### config.mk
export PLATFORM = sky130hd
export DESIGN_NAME = shell_pair_row_index_remap_core
export DESIGN_NICKNAME = d
export VERILOG_FILES = /design/src/sv/sprm_pkg.sv /design/src/sv/sprm_ctrl.sv /design/src/sv/sprm_dp.sv /design/src/sv/shell_pair_row_index_remap_core.sv
export SDC_FILE = /design/constraint.sdc
export NUM_CORES = 2
export LEC_CHECK = 0
export ABC_CLOCK_PERIOD_IN_PS = 23400
export BUFFER_PORTS_ARGS = -buffer_cell sky130_fd_sc_hd__buf_2
export CAP_MARGIN = 20
export CORE_AREA = 5 5 416 418
export DETAILED_ROUTE_END_ITERATION = 6
export DIE_AREA = 0 0 421 423
export PLACE_DENSITY = 0.67
export SYNTH_ARGS = -nofsm -noshare
export SYNTH_HDL_FRONTEND = slang
export SYNTH_SLANG_ARGS = --single-unit
### constraint.sdc
create_clock -name clk -period 23.4 [get_ports clk]
set_input_delay 5.85 -clock clk [delete_from_list [all_inputs] [get_ports clk]]
set_output_delay 5.85 -clock clk [all_outputs]
set_load 0.02 [all_outputs]
### src/sv/sprm_pkg.sv
`timescale 1ns / 1ps
// ----------------------------------------------------------------------------
// Shell pair row index remap package
// Shared sizes, request codes, payload types and the controller interface.
// ----------------------------------------------------------------------------
package sprm_pkg;

  localparam int MAX_PAIRS = 32;
  localparam int MAX_ROWS  = 32;
  localparam int MAX_AM    = 7;

  localparam int AM_W    = 3;
  localparam int VAL_W   = 16;
  localparam int CART_W  = 6;
  localparam int SIZE_W  = 11;
  localparam int PAIR_IW = (MAX_PAIRS > 1) ? $clog2(MAX_PAIRS) : 1;
  localparam int PAIR_CW = $clog2(MAX_PAIRS + 1);
  localparam int ROW_IW  = (MAX_ROWS > 1) ? $clog2(MAX_ROWS) : 1;
  localparam int ROW_CW  = $clog2(MAX_ROWS + 1);

  localparam logic [1:0] REQ_LOAD_PAIR = 2'd0;
  localparam logic [1:0] REQ_LOAD_ROW  = 2'd1;
  localparam logic [1:0] REQ_RUN       = 2'd2;

  localparam logic KIND_PAIR = 1'b0;
  localparam logic KIND_ROW  = 1'b1;

  localparam logic [VAL_W-1:0] VAL_SAT = {VAL_W{1'b1}};

  typedef struct packed {
    logic [1:0]      req_type;
    logic [AM_W-1:0] am_first;
    logic [AM_W-1:0] am_second;
    logic [VAL_W-1:0] row_index;
  } in_req_t;

  typedef struct packed {
    logic             result_kind;
    logic [VAL_W-1:0] result_value;
    logic             row_not_found;
    logic             last_result;
  } out_res_t;

  typedef enum logic [1:0] {
    ST_IDLE,
    ST_SEARCH,
    ST_COMPACT,
    ST_ROWS
  } state_t;

  typedef struct packed {
    logic load_pair;
    logic load_row;
    logic clear_counts;
    logic run_init;
    logic srch_step;
    logic cmp_step;
    logic row_step;
  } dp_cmd_t;

  typedef struct packed {
    logic row_cnt_zero;
    logic row_done;
    logic last_row;
    logic last_pair;
  } dp_status_t;

  function automatic logic [CART_W-1:0] cart_count(input logic [AM_W-1:0] am);
    logic [AM_W-1:0]  l;
    logic [CART_W:0]  p;
    l = (am > AM_W'(MAX_AM)) ? AM_W'(MAX_AM) : am;
    p = ((CART_W+1)'(l) + (CART_W+1)'(1)) * ((CART_W+1)'(l) + (CART_W+1)'(2));
    return CART_W'(p >> 1);
  endfunction

  function automatic logic [VAL_W-1:0] sat_add(input logic [VAL_W-1:0] a,
                                               input logic [VAL_W-1:0] b);
    logic [VAL_W:0] s;
    s = (VAL_W+1)'(a) + (VAL_W+1)'(b);
    return s[VAL_W] ? VAL_SAT : s[VAL_W-1:0];
  endfunction

endpackage

### src/sv/sprm_ctrl.sv
`timescale 1ns / 1ps
// ----------------------------------------------------------------------------
// Shell pair row index remap controller
// Decodes requests and sequences the search, compaction and row phases.
// ----------------------------------------------------------------------------
module sprm_ctrl
  import sprm_pkg::*;
(
  input  logic       clk,
  input  logic       rst_n,
  input  logic       start,
  input  logic [1:0] req_type,
  input  dp_status_t st,
  output dp_cmd_t    cmd,
  output logic       busy
);

  state_t state_r, state_nxt;

  always_ff @(posedge clk) begin
    if (!rst_n) begin
      state_r <= ST_IDLE;
    end else begin
      state_r <= state_nxt;
    end
  end

  always_comb begin
    state_nxt = state_r;
    case (state_r)
      ST_IDLE: begin
        if (start && req_type == REQ_RUN && !st.row_cnt_zero) begin
          state_nxt = ST_SEARCH;
        end
      end
      ST_SEARCH: begin
        if (st.row_done && st.last_row) begin
          state_nxt = ST_COMPACT;
        end
      end
      ST_COMPACT: begin
        if (st.last_pair) begin
          state_nxt = ST_ROWS;
        end
      end
      ST_ROWS: begin
        if (st.last_row) begin
          state_nxt = ST_IDLE;
        end
      end
      default: state_nxt = ST_IDLE;
    endcase
  end

  always_comb begin
    cmd  = '0;
    busy = 1'b1;
    case (state_r)
      ST_IDLE: begin
        busy = 1'b0;
        if (start) begin
          case (req_type)
            REQ_LOAD_PAIR: cmd.load_pair = 1'b1;
            REQ_LOAD_ROW:  cmd.load_row  = 1'b1;
            REQ_RUN: begin
              if (st.row_cnt_zero) begin
                cmd.clear_counts = 1'b1;
              end else begin
                cmd.run_init = 1'b1;
              end
            end
            default: cmd = '0;
          endcase
        end
      end
      ST_SEARCH:  cmd.srch_step = 1'b1;
      ST_COMPACT: cmd.cmp_step  = 1'b1;
      ST_ROWS:    cmd.row_step  = 1'b1;
      default:    cmd = '0;
    endcase
  end

endmodule

### src/sv/sprm_dp.sv
`timescale 1ns / 1ps
// ----------------------------------------------------------------------------
// Shell pair row index remap datapath
// Pair and row stores, the offset walk, compaction and the result register.
// ----------------------------------------------------------------------------
module sprm_dp
  import sprm_pkg::*;
(
  input  logic       clk,
  input  logic       rst_n,
  input  dp_cmd_t    cmd,
  input  in_req_t    in_data,
  output dp_status_t st,
  output logic       out_valid,
  output out_res_t   out_data
);

  logic [SIZE_W-1:0]  pair_size_r  [MAX_PAIRS];
  logic [VAL_W-1:0]   comp_base_r  [MAX_PAIRS];
  logic [MAX_PAIRS-1:0] used_r, used_nxt;
  logic [VAL_W-1:0]   target_row_r [MAX_ROWS];
  logic [PAIR_IW-1:0] tgt_pair_r   [MAX_ROWS];
  logic [SIZE_W-1:0]  tgt_within_r [MAX_ROWS];
  logic [MAX_ROWS-1:0] tgt_found_r;

  logic [PAIR_CW-1:0] pair_cnt_r, pair_cnt_nxt;
  logic [ROW_CW-1:0]  row_cnt_r, row_cnt_nxt;
  logic [ROW_IW-1:0]  i_r, i_nxt;
  logic [PAIR_IW-1:0] j_r, j_nxt;
  logic [VAL_W-1:0]   start_r, start_nxt;
  logic [VAL_W-1:0]   comp_r, comp_nxt;
  logic               out_valid_r, out_valid_nxt;
  out_res_t           out_data_r, out_data_nxt;

  logic [SIZE_W-1:0]   size_j;
  logic [VAL_W-1:0]    end_j;
  logic [VAL_W-1:0]    x_i;
  logic                hit;
  logic [PAIR_CW:0]    j_inc;
  logic [ROW_CW:0]     i_inc;
  logic                j_last;
  logic                i_last;
  logic [2*CART_W-1:0] size_prod;
  logic [PAIR_IW-1:0]  p_i;
  logic [VAL_W-1:0]    row_val;
  logic                wr_pair;
  logic                wr_row;
  logic                wr_tgt;
  logic                wr_base;

  assign size_j = pair_size_r[j_r];
  assign end_j  = sat_add(start_r, VAL_W'(size_j));
  assign x_i    = target_row_r[i_r];
  assign hit    = (pair_cnt_r != '0) && (x_i < end_j);
  assign j_inc  = (PAIR_CW+1)'(j_r) + (PAIR_CW+1)'(1);
  assign i_inc  = (ROW_CW+1)'(i_r) + (ROW_CW+1)'(1);
  assign j_last = j_inc >= {1'b0, pair_cnt_r};
  assign i_last = i_inc >= {1'b0, row_cnt_r};

  assign size_prod = (2*CART_W)'(cart_count(in_data.am_first))
                   * (2*CART_W)'(cart_count(in_data.am_second));

  assign p_i     = tgt_pair_r[i_r];
  assign row_val = sat_add(VAL_W'(tgt_within_r[i_r]), comp_base_r[p_i]);

  assign wr_pair = cmd.load_pair && (pair_cnt_r < PAIR_CW'(MAX_PAIRS));
  assign wr_row  = cmd.load_row && (row_cnt_r < ROW_CW'(MAX_ROWS));
  assign wr_tgt  = cmd.srch_step && (hit || j_last);
  assign wr_base = cmd.cmp_step && used_r[j_r];

  assign st.row_cnt_zero = (row_cnt_r == '0);
  assign st.row_done     = hit || j_last;
  assign st.last_row     = i_last;
  assign st.last_pair    = j_last;

  always_comb begin
    pair_cnt_nxt  = pair_cnt_r;
    row_cnt_nxt   = row_cnt_r;
    i_nxt         = i_r;
    j_nxt         = j_r;
    start_nxt     = start_r;
    comp_nxt      = comp_r;
    used_nxt      = used_r;
    out_valid_nxt = 1'b0;
    out_data_nxt  = out_data_r;

    if (wr_pair) begin
      pair_cnt_nxt = pair_cnt_r + PAIR_CW'(1);
    end
    if (wr_row) begin
      row_cnt_nxt = row_cnt_r + ROW_CW'(1);
    end
    if (cmd.clear_counts) begin
      pair_cnt_nxt = '0;
      row_cnt_nxt  = '0;
    end
    if (cmd.run_init) begin
      i_nxt     = '0;
      j_nxt     = '0;
      start_nxt = '0;
      comp_nxt  = '0;
      used_nxt  = '0;
    end
    if (cmd.srch_step) begin
      if (hit || j_last) begin
        if (hit) begin
          used_nxt[j_r] = 1'b1;
        end
        i_nxt     = i_last ? '0 : i_r + ROW_IW'(1);
        j_nxt     = '0;
        start_nxt = '0;
      end else begin
        j_nxt     = j_r + PAIR_IW'(1);
        start_nxt = end_j;
      end
    end
    if (cmd.cmp_step) begin
      j_nxt = j_last ? '0 : j_r + PAIR_IW'(1);
      if (used_r[j_r]) begin
        comp_nxt                   = sat_add(comp_r, VAL_W'(size_j));
        out_valid_nxt              = 1'b1;
        out_data_nxt.result_kind   = KIND_PAIR;
        out_data_nxt.result_value  = VAL_W'(j_r);
        out_data_nxt.row_not_found = 1'b0;
        out_data_nxt.last_result   = 1'b0;
      end
    end
    if (cmd.row_step) begin
      out_valid_nxt              = 1'b1;
      out_data_nxt.result_kind   = KIND_ROW;
      out_data_nxt.result_value  = tgt_found_r[i_r] ? row_val : '0;
      out_data_nxt.row_not_found = !tgt_found_r[i_r];
      out_data_nxt.last_result   = i_last;
      i_nxt = i_last ? '0 : i_r + ROW_IW'(1);
      if (i_last) begin
        pair_cnt_nxt = '0;
        row_cnt_nxt  = '0;
      end
    end
  end

  always_ff @(posedge clk) begin
    if (!rst_n) begin
      pair_cnt_r  <= '0;
      row_cnt_r   <= '0;
      i_r         <= '0;
      j_r         <= '0;
      start_r     <= '0;
      comp_r      <= '0;
      used_r      <= '0;
      out_valid_r <= 1'b0;
    end else begin
      pair_cnt_r  <= pair_cnt_nxt;
      row_cnt_r   <= row_cnt_nxt;
      i_r         <= i_nxt;
      j_r         <= j_nxt;
      start_r     <= start_nxt;
      comp_r      <= comp_nxt;
      used_r      <= used_nxt;
      out_valid_r <= out_valid_nxt;
    end
  end

  always_ff @(posedge clk) begin
    out_data_r <= out_data_nxt;
    if (wr_pair) begin
      pair_size_r[pair_cnt_r[PAIR_IW-1:0]] <= SIZE_W'(size_prod);
    end
    if (wr_row) begin
      target_row_r[row_cnt_r[ROW_IW-1:0]] <= in_data.row_index;
    end
    if (wr_tgt) begin
      tgt_pair_r[i_r]   <= j_r;
      tgt_within_r[i_r] <= SIZE_W'(x_i - start_r);
      tgt_found_r[i_r]  <= hit;
    end
    if (wr_base) begin
      comp_base_r[j_r] <= comp_r;
    end
  end

  assign out_valid = out_valid_r;
  assign out_data  = out_data_r;

endmodule

### src/sv/shell_pair_row_index_remap_core.sv
`timescale 1ns / 1ps
// ----------------------------------------------------------------------------
// Shell pair row index remap core
// Loads shell pairs and target rows, then emits used pair positions and the
// remapped row indices within the compacted pair layout.
// ----------------------------------------------------------------------------
// A load request leaves busy low, so loads may be issued back to back. A run
// request raises busy for the whole run: the search walks the pair list from
// the start for each row, one pair per cycle until the row's pair is found,
// then the compaction steps through each loaded pair in turn (at least one
// step), then the row phase steps through each row in turn. Results are
// registered and appear in the cycle after the step that makes them, each for
// one cycle with out_valid high, and the receiver cannot stall them; the last
// one carries last_result and coincides with busy falling. A run with no rows
// loaded gives no result and leaves busy low. Every run empties both lists.
// ----------------------------------------------------------------------------
module shell_pair_row_index_remap_core
  import sprm_pkg::*;
(
  input  logic     clk,
  input  logic     rst_n,
  input  logic     start,
  output logic     busy,
  input  in_req_t  in_data,
  output logic     out_valid,
  output out_res_t out_data
);

  dp_cmd_t    cmd;
  dp_status_t st;

  sprm_ctrl u_ctrl (
    .clk      (clk),
    .rst_n    (rst_n),
    .start    (start),
    .req_type (in_data.req_type),
    .st       (st),
    .cmd      (cmd),
    .busy     (busy)
  );

  sprm_dp u_dp (
    .clk       (clk),
    .rst_n     (rst_n),
    .cmd       (cmd),
    .in_data   (in_data),
    .st        (st),
    .out_valid (out_valid),
    .out_data  (out_data)
  );

`ifndef SYNTH
  a_out_in_run: assert property (@(posedge clk) disable iff (!rst_n)
    out_valid |-> $past(busy))
    else $error("result strobe outside a run");

  a_last_is_row: assert property (@(posedge clk) disable iff (!rst_n)
    (out_valid && out_data.last_result) |-> (out_data.result_kind == KIND_ROW && !busy))
    else $error("last result is not a row or the run goes on");

  a_not_found_zero: assert property (@(posedge clk) disable iff (!rst_n)
    (out_valid && out_data.row_not_found)
      |-> (out_data.result_value == '0 && out_data.result_kind == KIND_ROW))
    else $error("row not found result carries a value");
`endif

endmodule

==> metrics.md <==
| Metric | Value |
|---|---|
| Status | `completed` |
| Post-cts resize count | `0` |
| Initial DRC Count | `5067` |
| Clock Latency Late Sink | `0.82 ns` |
| Clock skew | `0.0267 ns` |
| CP Launch Point | `in_data[21]` |
| Max capacitance violation total | `0` |
| Setup Viol. Count Final | `0` |
| CP required | `23.96 ns` |
| First-pass GRT wire length | `295000 um` |
| Clock Tree Root | `clkbuf_16` |
| Post-synth ARST share | `0%` |
| Combinational power share | `9.5%` |
| Synth Register Bits | `2033` |
| Power Internal | `6220 uW` |
| Syn_nets | `4851` |
| Post-cts hold buffer count | `0` |
| Largest cells by area after synthesis | `edfxtp_1 (69%), mux4_2 (9.3%), dfxtp_1 (2.3%)` |
| Slew headroom | `22.9%` |
| WP data arrival | `12.40 ns` |
| Syn Area/Cell | `18.0 um^2` |
| Gr usage total | `22.1%` |
| Die X | `421 um` |
| Via/cell ratio | `6.07` |
| Startpoint types | `input port` |
| Static Leak | `0.0309 uW` |
| Nets | `5036` |
| Setup_tns | `0 ns` |
| Yosys top cell area share | `69.5%` |
| DPL Wire Length | `120000 um` |
| Reg2reg start | `u_dp.i_r[1]$_SDFF_PN0_` |
| Die ar. | `178000 um^2` |
| H-tree Lvls | `4` |
| Sequential area share after synthesis | `71.7%` |
| RSZ-0062 raised after global routing | `no` |
| Worst R2R Setup Slack | `14.12 ns` |
| Sequential power share | `51.8%` |
| Clock slew at reported path FFs | `0.06 ns` |
| Clock sinks | `2033` |
| Setup Buffers After CTS | `0` |
| Die Height | `423 um` |
| Initial antenna violation count | `6` |
| Total iterations of the first detailed-routing run | `7` |
| Via count | `43.9k` |
| FF-to-FF End | `u_dp.out_data[3]$_DFFE_PP_` |
| P_sw | `1870 uW` |
| Clock power frac | `38.7%` |
| I/O pin total | `48` |
| TritonCTS clock tree | `done` |
| Top FF cell, synth | `edfxtp_1` |
| Final Max Tran Viols | `0` |
| Routed len/inst | `27.6 um` |
| Fin crit share | `50.6%` |
| Yosys top cell by area | `edfxtp_1` |
| Layout cells sized above 1 | `22.8%` |
| Overflow after GRT | `0` |
| Slew @ Worst Pin | `1.16 ns` |
| Power Total | `8090 uW` |
| Power Density | `86.1 nW/um^2` |
| Core Rows | `151` |
| Port Buffers | `47` |
| GPL Wtd Cong | `0.810` |
| Worst vdd rail ir drop | `0.0877 mV` |
| Core Area | `169000 um^2` |
| Mapped Area | `83800 um^2` |
| Worst Setup EP | `u_dp.pair_size_r[4][10]$_DFFE_PP_` |
| Fin crit period | `11.85 ns` |
| Distinct cells, synth | `100` |
| Syn Inst Count | `4657` |
| Crit-path max cell delay | `0.53 ns` |
| DR DRC count | `0` |
| Post-synth EDFFs | `1938` |
| Final count of hold timing violations | `0` |
| Ys Warns | `0` |
| Fmax | `0.0844 GHz` |
| CP endpoint kind | `flop` |
| Inserted Clock Buffers | `202` |
| Area Growth Syn to Fin | `12.1%` |
| Detailed-route wire length | `200000 um` |
| Pin count of the biggest net entering global routing | `94` |
| Critical Path Slowest Stage Cell | `fa_1` |
| Worst-path fanout max | `29` |
| Vias in the first global route | `43.8k` |
| Starting Density | `49.7%` |
| Worst hold path type | `flop to flop` |
| R2R depth | `26` |
| Net Sw Frac | `23.1%` |
| Kind of critical path | `input port to flop` |
| CP dominant cell by count | `fa_1` |
| Final antenna-violating net count | `0` |
| Clk buf depth | `3` |
[metal layers]
layer | vias up | track usage, % | wire [um]
met4 | 6 | 6.31 | 5960
met1 | 22700 | 31.0 | 82200
li1 | 19100 | - | -
met3 | 324 | 4.11 | 15000
met2 | 1808 | 35.9 | 96500
met5 | - | 0 | 41
[cell families after synthesis]
kind of cell               Yosys count  share of synthesized area (%)
AOI/OAI and AO/OA                  643                           5.43
and+or+nand+nor                    746                           4.33
buffers and inverters              347                           1.93
muxes                              651                           13.1
adders and majority gates          167                           2.74
DFF                               2033                           71.7
xor gates and xnor gates            70                          0.732
[layout make-up]
cell class | instances | area, um^2
Tap cell | 2218 | 2780
Fill cell | 12800 | 74800
Sequential cell | 2033 | 60100
Clock inverter | 108 | 988
Inverter | 104 | 390
Timing Repair Buffer | 224 | 1730
Antenna cell | 2 | 5.00
Clock buffer | 262 | 5370
Multi-Input combinational cell | 2277 | 22600
[stage by stage]
step,utilization (%),area [um^2],hold slack [ns],worst slack [ns],cells
finish,55.7,93900,0.461,11.55,7228
global route,55.7,93900,0.480,11.07,7226
global placement,51.7,87300,0.430,10.48,6843
CTS,55.6,93700,0.457,11.22,7217
detailed placement,51.8,87400,0.443,10.32,6847
floorplan,-,83800,0.420,11.00,4657
[cell usage in the layout, fill, tap and decap left out, types with 10 or more instances in the layout]
cell type	instances
edfxtp_1	1938
mux4_2	346
clkbuf_16	206
mux2i_1	189
nand2_1	186
nor2_1	170
buf_4	163
ha_1	139
a21oi_1	127
a22oi_1	122
mux2_2	115
inv_1	102
nor2_2	90
dfxtp_1	86
a211oi_1	74
nand3_1	67
o21ai_0	63
clkbuf_1	56
o211ai_1	53
clkinv_1	47
buf_2	47
and2_1	39
nand4_1	38
xnor2_1	36
a21o_1	36
clkinv_2	29
fa_1	28
nand2b_1	27
nor3_1	22
xor2_1	21
o22ai_1	20
a32o_1	20
nor2b_1	18
bufinv_16	17
a31o_2	12
o21ai_1	11
o21bai_1	11
and3_1	10
[synth_stat cells (5+ instances only)]
| library cell | count |
|---|---|
| a211oi_1 | 74 |
| o21ai_1 | 11 |
| a21oi_1 | 127 |
| and2_1 | 39 |
| buf_6 | 20 |
| mux4_2 | 346 |
| a32o_1 | 20 |
| buf_4 | 13 |
| o21bai_1 | 11 |
| a21o_1 | 36 |
| o31a_1 | 9 |
| ha_1 | 139 |
| or3_1 | 10 |
| nand3_1 | 67 |
| buf_2 | 60 |
| mux2_2 | 115 |
| mux2i_1 | 189 |
| clkbuf_1 | 114 |
| a211oi_2 | 5 |
| nand2_1 | 186 |
| o211ai_1 | 53 |
| a22oi_1 | 122 |
| a22o_1 | 5 |
| a31o_2 | 12 |
| xnor2_1 | 44 |
| and3_1 | 11 |
| o21a_1 | 7 |
| a32oi_1 | 8 |
| edfxtp_1 | 1938 |
| nand4_1 | 38 |
| fa_1 | 28 |
| nor4_1 | 8 |
| nor3_1 | 31 |
| nand2b_1 | 27 |
| o22ai_1 | 20 |
| nor2b_1 | 19 |
| nor2_1 | 265 |
| buf_1 | 32 |
| xor2_1 | 26 |
| dfxtp_1 | 95 |
| o21ai_0 | 63 |
| a221oi_1 | 6 |
| a2111oi_0 | 8 |
| inv_1 | 102 |
[power by group through the flow]
stage | Sequential [uW] | Clock [uW] | Combinational, uW
after floorplan | 4270 | 0 | 480
after global placement | 4270 | 0 | 706
after detailed placement | 4270 | 0 | 728
after CTS | 4200 | 3180 | 732
after global routing | 4190 | 3340 | 840
final | 4190 | 3130 | 764
[state kept, by name, summed over array words and instances, names as in the netlist, 19 cells and up, named ones only]
signal	count
u_dp.target_row_r	512
u_dp.out_data	19
u_dp.used_r	32
u_dp.comp_base_r	512
u_dp.tgt_within_r	352
u_dp.pair_size_r	352
u_dp.tgt_found_r	32
u_dp.tgt_pair_r	160
[how the worst min path moves through the flow]
stage / start / to / depth (start not counted)
floorplan: u_dp.used_r[22]$_SDFF_PN0_ / u_dp.used_r[22]$_SDFF_PN0_ / 2
global placement: u_dp.used_r[5]$_SDFF_PN0_ / u_dp.used_r[5]$_SDFF_PN0_ / 2
detailed placement: u_dp.used_r[4]$_SDFF_PN0_ / u_dp.used_r[4]$_SDFF_PN0_ / 2
CTS: u_dp.used_r[4]$_SDFF_PN0_ / u_dp.used_r[4]$_SDFF_PN0_ / 2
global route: u_dp.used_r[21]$_SDFF_PN0_ / u_dp.used_r[21]$_SDFF_PN0_ / 2
finish: u_dp.used_r[4]$_SDFF_PN0_ / u_dp.used_r[4]$_SDFF_PN0_ / 2
[worst max-delay path: cells and delay by family]
family | cells | cell delay (ns)
fa+ha+maj | 9 | 3.59
compound gates | 7 | 1.20
buf+inv | 7 | 0.65
xor+xnor | 2 | 0.58
simple gates | 4 | 0.51
Power figures use the tool's default switching activity.
